**config.mk**
```make
export PLATFORM = sky130hd
export DESIGN_NAME = futex_wait_wake_table
export DESIGN_NICKNAME = d
export VERILOG_FILES = /design/src/hdl/fwwt_pkg.sv /design/src/hdl/futex_wait_wake_table.sv /design/src/hdl/fwwt_front.sv /design/src/hdl/fwwt_back.sv
export SDC_FILE = /design/constraint.sdc
export NUM_CORES = 2
export LEC_CHECK = 0
export BUFFER_PORTS_ARGS = -buffer_cell sky130_fd_sc_hd__clkbuf_2
export CAP_MARGIN = 10
export CORE_MARGIN = 5
export CORE_UTILIZATION = 50
export DETAILED_ROUTE_END_ITERATION = 8
export PLACE_DENSITY = 0.73
export RECOVER_POWER = 50
export SYNTH_ARGS = -nofsm -noshare
export SYNTH_HDL_FRONTEND = slang
export SYNTH_SLANG_ARGS = --single-unit
```
**constraint.sdc**
```tcl
create_clock -name clk -period 11 [get_ports clk]
set_clock_uncertainty 0.1 [all_clocks]
set_input_delay 0.55 -clock clk [delete_from_list [all_inputs] [get_ports clk]]
set_output_delay 0.55 -clock clk [all_outputs]
set_load 0.1 [all_outputs]
```
**src/hdl/fwwt_pkg.sv**
```systemverilog
package fwwt_pkg;

	localparam int FutexSlots = 16;
	localparam int WaitersPerFutex = 8;
	localparam int AddressBits = 48;
	localparam int ThreadIdBits = 16;
	localparam int EntryBits = $clog2(FutexSlots);
	localparam int SlotBits = (WaitersPerFutex > 1) ? $clog2(WaitersPerFutex) : 1;
	localparam int WaiterTotal = FutexSlots * WaitersPerFutex;
	localparam int WaiterBits = $clog2(WaiterTotal);
	localparam int CountBits = 4;

	localparam logic [2:0] ST_QUEUED = 3'd0;
	localparam logic [2:0] ST_VALUE_CHANGED = 3'd1;
	localparam logic [2:0] ST_TABLE_FULL = 3'd2;
	localparam logic [2:0] ST_QUEUE_FULL = 3'd3;
	localparam logic [2:0] ST_WAKE = 3'd4;

	typedef struct packed {
		logic                    req_type;
		logic [AddressBits-1:0]  address;
		logic [ThreadIdBits-1:0] thread_id;
		logic [63:0]             current_value;
		logic [63:0]             expected_value;
	} req_t;

	typedef struct packed {
		logic [2:0]              status;
		logic                    woken_valid;
		logic [ThreadIdBits-1:0] woken_thread;
		logic [CountBits-1:0]    wake_count;
		logic                    last;
	} res_t;

	// Classified command handed from the front part to the back part.
	typedef struct packed {
		logic                    is_wake;
		logic                    mismatch;
		logic [AddressBits-1:0]  address;
		logic [ThreadIdBits-1:0] thread_id;
	} cmd_t;

endpackage

```
**src/hdl/futex_wait_wake_table.sv**
```systemverilog
// Futex wait/wake table: 16 futex entries with 8 waiter slots each, queue-style
// ports on both sides. A request passes the command queue, is captured in S_IDLE
// and classified in S_LOOK; a value change, a full table or a wake that finds no
// waiter then gives its result through S_OUT. A wait that queues or finds the queue
// full first scans the waiter slots in S_SLOT, one per cycle, up to the free one. A
// wake scans one waiter slot per cycle, holding on an occupied slot until the output
// register is free, and gives one result per occupied slot, in slot order, with the
// count on the last one. A waiting result stalls the engine, and a two-deep command
// queue keeps taking requests meanwhile.
module futex_wait_wake_table (
	input  logic           clk,
	input  logic           arst_n,
	input  logic           push,
	output logic           full,
	input  fwwt_pkg::req_t req,
	output logic           empty,
	input  logic           pop,
	output fwwt_pkg::res_t res
);
	import fwwt_pkg::*;

	logic cmd_valid, cmd_ready;
	cmd_t cmd;

	fwwt_front u_front (
		.clk, .arst_n, .push, .full, .req, .cmd_valid, .cmd_ready, .cmd
	);

	fwwt_back u_back (
		.clk, .arst_n, .cmd_valid, .cmd_ready, .cmd, .empty, .pop, .res
	);

	// A wait result is always a single final transfer.
	assert property (@(posedge clk) disable iff (!arst_n)
		(!empty && res.status != ST_WAKE) |-> res.last)
		else $error("wait result without last");

	// A released thread is only reported by a wake result.
	assert property (@(posedge clk) disable iff (!arst_n)
		(!empty && res.woken_valid) |-> (res.status == ST_WAKE))
		else $error("woken thread on non-wake result");

	// A waiting result holds while it is not popped.
	assert property (@(posedge clk) disable iff (!arst_n)
		(!empty && !pop) |=> (!empty && $stable(res)))
		else $error("result changed before transfer");

endmodule

```
**src/hdl/fwwt_front.sv**
```systemverilog
module fwwt_front (
	input  logic            clk,
	input  logic            arst_n,
	input  logic            push,
	output logic            full,
	input  fwwt_pkg::req_t  req,
	output logic            cmd_valid,
	input  logic            cmd_ready,
	output fwwt_pkg::cmd_t  cmd
);
	import fwwt_pkg::*;

	// Two-entry command queue between the classifier and the table engine.
	cmd_t       mem_q [2];
	logic       wr_q, rd_q;
	logic [1:0] cnt_q;
	cmd_t       cls;
	logic       do_push, do_pop;

	// Classify: the value compare only matters for waits.
	always_comb begin
		cls.is_wake   = req.req_type;
		cls.mismatch  = !req.req_type && (req.current_value != req.expected_value);
		cls.address   = req.address;
		cls.thread_id = req.thread_id;
	end

	assign full      = (cnt_q == 2'd2);
	assign do_push   = push && !full;
	assign cmd_valid = (cnt_q != 2'd0);
	assign do_pop    = cmd_valid && cmd_ready;
	assign cmd       = mem_q[rd_q];

	always_ff @(posedge clk) begin
		if (do_push) begin
			mem_q[wr_q] <= cls;
		end
	end

	always_ff @(posedge clk or negedge arst_n) begin
		if (!arst_n) begin
			wr_q  <= 1'b0;
			rd_q  <= 1'b0;
			cnt_q <= 2'd0;
		end else begin
			if (do_push) wr_q <= !wr_q;
			if (do_pop) rd_q <= !rd_q;
			cnt_q <= cnt_q + {1'b0, do_push} - {1'b0, do_pop};
		end
	end

endmodule

```
**src/hdl/fwwt_back.sv**
```systemverilog
module fwwt_back (
	input  logic            clk,
	input  logic            arst_n,
	input  logic            cmd_valid,
	output logic            cmd_ready,
	input  fwwt_pkg::cmd_t  cmd,
	output logic            empty,
	input  logic            pop,
	output fwwt_pkg::res_t  res
);
	import fwwt_pkg::*;

	typedef enum logic [2:0] {S_IDLE, S_LOOK, S_SLOT, S_WAKE, S_OUT} state_t;

	state_t                  state_q;
	cmd_t                    cmd_q;
	logic [FutexSlots-1:0]   entry_used_q;
	logic [AddressBits-1:0]  entry_address_q [FutexSlots];
	logic [WaiterTotal-1:0]  waiter_used_q;
	logic [ThreadIdBits-1:0] waiter_thread_q [WaiterTotal];
	logic [EntryBits-1:0]    ent_q;
	logic [SlotBits-1:0]     slot_q;
	logic [CountBits-1:0]    cnt_q;
	logic [2:0]              st_q;
	res_t                    res_q;
	logic                    res_full_q;

	logic [FutexSlots-1:0]      match;
	logic                       any_match, any_free;
	logic [EntryBits-1:0]       match_idx, free_idx;
	logic [WaiterBits-1:0]      widx;
	logic                       more;
	logic [WaitersPerFutex-1:0] hit_slots, cur_slots, later;
	logic                       last_wake;
	logic                       out_free;
	logic                       emit;
	logic                       thr_we;
	res_t                       wake_res, single_res;

	// Address compare against every entry, and priority picks.
	always_comb begin
		any_match = 1'b0;
		any_free  = 1'b0;
		match_idx = '0;
		free_idx  = '0;
		for (int i = FutexSlots - 1; i >= 0; i--) begin
			match[i] = entry_used_q[i] && (entry_address_q[i] == cmd_q.address);
			if (match[i]) begin
				any_match = 1'b1;
				match_idx = EntryBits'(i);
			end
			if (!entry_used_q[i]) begin
				any_free = 1'b1;
				free_idx = EntryBits'(i);
			end
		end
	end

	// Waiter slot index of the current entry and slot.
	assign widx = WaiterBits'({ent_q, slot_q[SlotBits-1:0]} & {WaiterBits{1'b1}});
	assign more = (32'(slot_q) != WaitersPerFutex - 1);

	// Occupied slots of the matched and of the current entry.
	assign hit_slots = waiter_used_q[int'(match_idx) * WaitersPerFutex +: WaitersPerFutex];
	assign cur_slots = waiter_used_q[int'(ent_q) * WaitersPerFutex +: WaitersPerFutex];

	// A wake result is the last one when no occupied slot follows it.
	always_comb begin
		for (int w = 0; w < WaitersPerFutex; w++) begin
			later[w] = cur_slots[w] && (w > int'(slot_q));
		end
	end
	assign last_wake = (later == '0);

	// Result words for a released thread and for a single final result.
	always_comb begin
		wake_res.status       = ST_WAKE;
		wake_res.woken_valid  = 1'b1;
		wake_res.woken_thread = waiter_thread_q[widx];
		wake_res.wake_count   = last_wake ? cnt_q + 1'b1 : '0;
		wake_res.last         = last_wake;
		single_res.status       = st_q;
		single_res.woken_valid  = 1'b0;
		single_res.woken_thread = '0;
		single_res.wake_count   = '0;
		single_res.last         = 1'b1;
	end

	assign out_free  = !res_full_q || pop;
	assign emit      = out_free && (((state_q == S_WAKE) && waiter_used_q[widx]) ||
		(state_q == S_OUT));
	assign thr_we    = (state_q == S_SLOT) && !waiter_used_q[widx];
	assign cmd_ready = (state_q == S_IDLE);
	assign empty     = !res_full_q;
	assign res       = res_q;

	// Thread ids of the waiter slots; a slot is only read while it is occupied.
	always_ff @(posedge clk) begin
		if (thr_we) begin
			waiter_thread_q[widx] <= cmd_q.thread_id;
		end
	end

	// Table engine sequencer; each result waits in the output register.
	always_ff @(posedge clk or negedge arst_n) begin
		if (!arst_n) begin
			state_q       <= S_IDLE;
			entry_used_q  <= '0;
			waiter_used_q <= '0;
			res_full_q    <= 1'b0;
			for (int i = 0; i < FutexSlots; i++) entry_address_q[i] <= '0;
			cmd_q  <= '0;
			ent_q  <= '0;
			slot_q <= '0;
			cnt_q  <= '0;
			st_q   <= ST_QUEUED;
			res_q  <= '0;
		end else begin
			if (emit) begin
				res_full_q <= 1'b1;
			end else if (pop) begin
				res_full_q <= 1'b0;
			end
			case (state_q)
				S_IDLE: begin
					if (cmd_valid) begin
						cmd_q   <= cmd;
						state_q <= S_LOOK;
					end
				end
				S_LOOK: begin
					slot_q <= '0;
					cnt_q  <= '0;
					if (cmd_q.is_wake) begin
						ent_q <= match_idx;
						st_q  <= ST_WAKE;
						state_q <= (any_match && hit_slots != '0) ? S_WAKE : S_OUT;
					end else if (cmd_q.mismatch) begin
						st_q    <= ST_VALUE_CHANGED;
						state_q <= S_OUT;
					end else if (any_match) begin
						ent_q   <= match_idx;
						state_q <= S_SLOT;
					end else if (any_free) begin
						ent_q <= free_idx;
						entry_used_q[free_idx]    <= 1'b1;
						entry_address_q[free_idx] <= cmd_q.address;
						state_q <= S_SLOT;
					end else begin
						st_q    <= ST_TABLE_FULL;
						state_q <= S_OUT;
					end
				end
				// Wait: scan waiter slots one per cycle for the first free one.
				S_SLOT: begin
					if (!waiter_used_q[widx]) begin
						waiter_used_q[widx] <= 1'b1;
						st_q    <= ST_QUEUED;
						state_q <= S_OUT;
					end else if (more) begin
						slot_q <= slot_q + 1'b1;
					end else begin
						st_q    <= ST_QUEUE_FULL;
						state_q <= S_OUT;
					end
				end
				// Wake: release used slots in order, one result per transfer.
				S_WAKE: begin
					if (waiter_used_q[widx]) begin
						if (out_free) begin
							waiter_used_q[widx] <= 1'b0;
							cnt_q <= cnt_q + 1'b1;
							res_q <= wake_res;
							if (last_wake) begin
								state_q <= S_IDLE;
							end else begin
								slot_q <= slot_q + 1'b1;
							end
						end
					end else if (last_wake) begin
						state_q <= S_IDLE;
					end else begin
						slot_q <= slot_q + 1'b1;
					end
				end
				// Finish: emit the single result of a wait or an empty wake.
				S_OUT: begin
					if (out_free) begin
						res_q   <= single_res;
						state_q <= S_IDLE;
					end
				end
				default: state_q <= S_IDLE;
			endcase
		end
	end

endmodule

```
==> results.cfg <==
[logic_synthesis]
async_reset_ff_frac = 0.320
syn_nets = 8687
ys.flop_type = edfxtp_1
synth-edff-count = 2180
yosysSeqAreaShare = 0.695
ys_seq_elements = 3205
synth.avg_cell_area_um2 = 15.4
post_synth_inst_count = 8484
yosysWarnings = 0
ys_types = 90
syn_area_um2 = 131000

[placed_design]
dp_cells = 11900
gp_congestion = 1.02
dp_hpwl_um = 225000
numPortBuffers = 223

[sta]
final-setup-viol-count = 0
fin_crit_sh = 0.610
hold_violations = 0
fmax_ghz = 0.149
min_period_ps = 6710
setup-tns-final_ps = 0
rsz0062_at_grt = no
slew_violations = 2410
slew_headroom = -2.53
worst_slew_pin_slew_ps = 5300
hold_ws_ps = 252

[layout]
final_util = 0.560
final_cell_mix = 2180 x edfxtp_1, 975 x dfrtp_1, 687 x a22oi_1
seq_area_um2 = 91200
drive_above_1_share = 0.193
nNetsFinal = 8951
instances_no_fill = 12500
fillers = 20000
multi_input_area_um2 = 36400
mostFrequentLayoutCell = edfxtp_1
area_growth_syn_to_layout_pct = 11.8

[clock_network]
cts_buffers = 324
worstSkewPairLatency_ps = 880
cts_max_path_buffers = 4
clkTransAtPathRegs_ps = 60
post-cts-setup-buffers = 0
cts_resized = 0
htreeDepth = 5
cts_root_buffer = clkbuf_16
clock_sinks = 3205
cts_tree = yes

[worst_setup_path]
critical_path_class = reg2reg
crit_required_ps = 11370
r2r-end = u_back.waiter_thread_q[14][7]
crit_path_max_incr_delay_ps = 1060
crit_end = u_back.waiter_thread_q[14][7]
critPathTopFamily = simple AND/OR/NAND/NOR gates
critPathCaptureType = register
path_cells = buf_4, nor3_2, buf_4, buf_12, a22oi_1, nand4_1, o2111ai_1, o2111ai_1, nor4_2, and2_1, nand2_2, nor2_2
cp-startpoint = u_back.slot_q[0]
worst_ep_arrival_time_ps = 7090
critical_path_buf_inv_count = 3
cp.depth = 12
startpoint_type = register
cp_slowest_cell = nor2_2
path_max_fanout = 104
r2r_slack_ps = 4290
rr_worst_depth = 12
rr_startpoint = u_back.slot_q[0]

[routing]
drt_iter0_markers = 10500
postRouteAntennaNets = 0
routedWlPerCell_um = 30.5
vias_per_cell = 6.43
num_vias = 80500
finalWirelength_um = 382000
dr.pass1.iters = 7
drcViolationCount = 0

[floorplan]
design.core.area_um2 = 262000
fp.dieH_um = 522
row_count = 188
start_util = 0.501
die_area_um2 = 272000
ios = 224
die_x_um = 522

[power_and_ir_drop]
power_density_nw_per_um2 = 231
p_leak_uw = 0.0532
power.total_uw = 33800
vdd_drop_max_mv = 0.220

[global_route]
gr-max-usage-layer = met2
grt_util_met2 = 0.431
track_usage = 0.274
grt_use_met1 = 0.359
antenna_found_initial = 20
grt_pass1_vias = 79700
gr-usage-met3 = 0.0573
grt_max_degree = 182
grt_pass1_wl_um = 553000
gr-total-overflow = 0

[worst_hold_path]
worstHoldPathType = in2reg

[status]
failed_checks = max-capacitance violations, max-slew violations
status = finished with violations

[job]
drv_cap = 38
## logic make-up after synthesis
kind of cell | synth area share
buf+inv | 0.0282
mux | 0.0854
compound gates | 0.0955
fa+ha+maj | 0.000573
xor+xnor | 0.0520
flops | 0.695
simple gates | 0.0430
## metal layers
metal / vias to the layer above / share of wire
li1: 33400 / -
met1: 41200 / 0.37
met2: 4880 / 0.47
met3: 992 / 0.099
met4: 8 / 0.063
met5: - / 0.00049
## registers in the layout (all words and copies together) (netlist names), named ones only
| register | cells |
|---|---|
| u_back.slot_q | 3 |
| u_back.st_q | 3 |
| u_back.state_q | 3 |
| u_front.mem_q | 132 |
| u_back.ent_q | 4 |
| u_back.cmd_q | 66 |
| u_back.entry_address_q | 768 |
| u_front.rd_q | 1 |
| u_back.cnt_q | 4 |
| u_back.res | 25 |
| u_back.waiter_thread_q | 2048 |
| u_back.entry_used_q | 16 |
| u_front.wr_q | 1 |
| u_front.cnt_q | 2 |
| u_back.res_full_q | 1 |
## how the worst min path moves through the flow
stage / to / startpoint / cells past startpoint / slack, ps
6_report: u_back.res[11] / pop / 4 / 250
5_1_grt: u_back.res[11] / pop / 4 / 230
4_1_cts: u_back.res[11] / pop / 4 / 200
3_5_place_dp: u_back.entry_address_q[223] / u_back.entry_address_q[223] / 1 / 380
3_3_place_gp: u_back.entry_address_q[375] / u_back.entry_address_q[375] / 1 / 370
2_1_floorplan: async pin / arst_n / 0 / 150
## report_power, final
group	internal (µW)	switching, µW	leakage [µW]
logic	2030	5070	0.0149
clock network	6000	4600	0.00491
registers	14900	1200	0.0333
total	22900	10900	0.0532
## cells in the mapped netlist (all sizes together) (196+ instances only)
master,instances,area [µm²]
nand4,219,1370
a22oi,687,5160
edfxtp,2180,65500
nand2,206,773
mux2,782,8860
nor2,280,1130
buf,331,2190
clkbuf,322,1210
xnor2,334,2930
a31oi,196,1230
a21oi,202,1010
dfrtp,1025,25600
xor2,444,3890
## layout make-up
type | count | share of cell area
flip-flops and latches | 3205 | 0.622
clock buffers | 425 | 0.0599
multi-input cells | 4547 | 0.249
inverters | 79 | 0.00202
well taps | 3515 | 0.0300
clock inverters | 154 | 0.00901
diodes | 11 | 0.000188
repair buffers | 591 | 0.0278
## stage by stage
stage	instance area [µm²]	setup slack, ps
floorplan	131000	6840
global placement	136000	4810
detailed placement	136000	4660
CTS	147000	4620
global route	146000	3520
finish	147000	4290
## worst reg2reg max path: cells and delay by family (launching register included)
kind / cells / cell delay, ps
flip-flops: 1 / 660
buffers and inverters: 3 / 1230
AO/OA/AOI/OAI: 3 / 890
AND/OR/NAND/NOR: 6 / 3420
## what timing repair did
action | in CTS | in global routing
endpoints found under the hold margin | 222 | 0
hold buffers | 67 | 0
setup endpoints to repair | 0 | 0
Power figures use the tool's default switching activity.
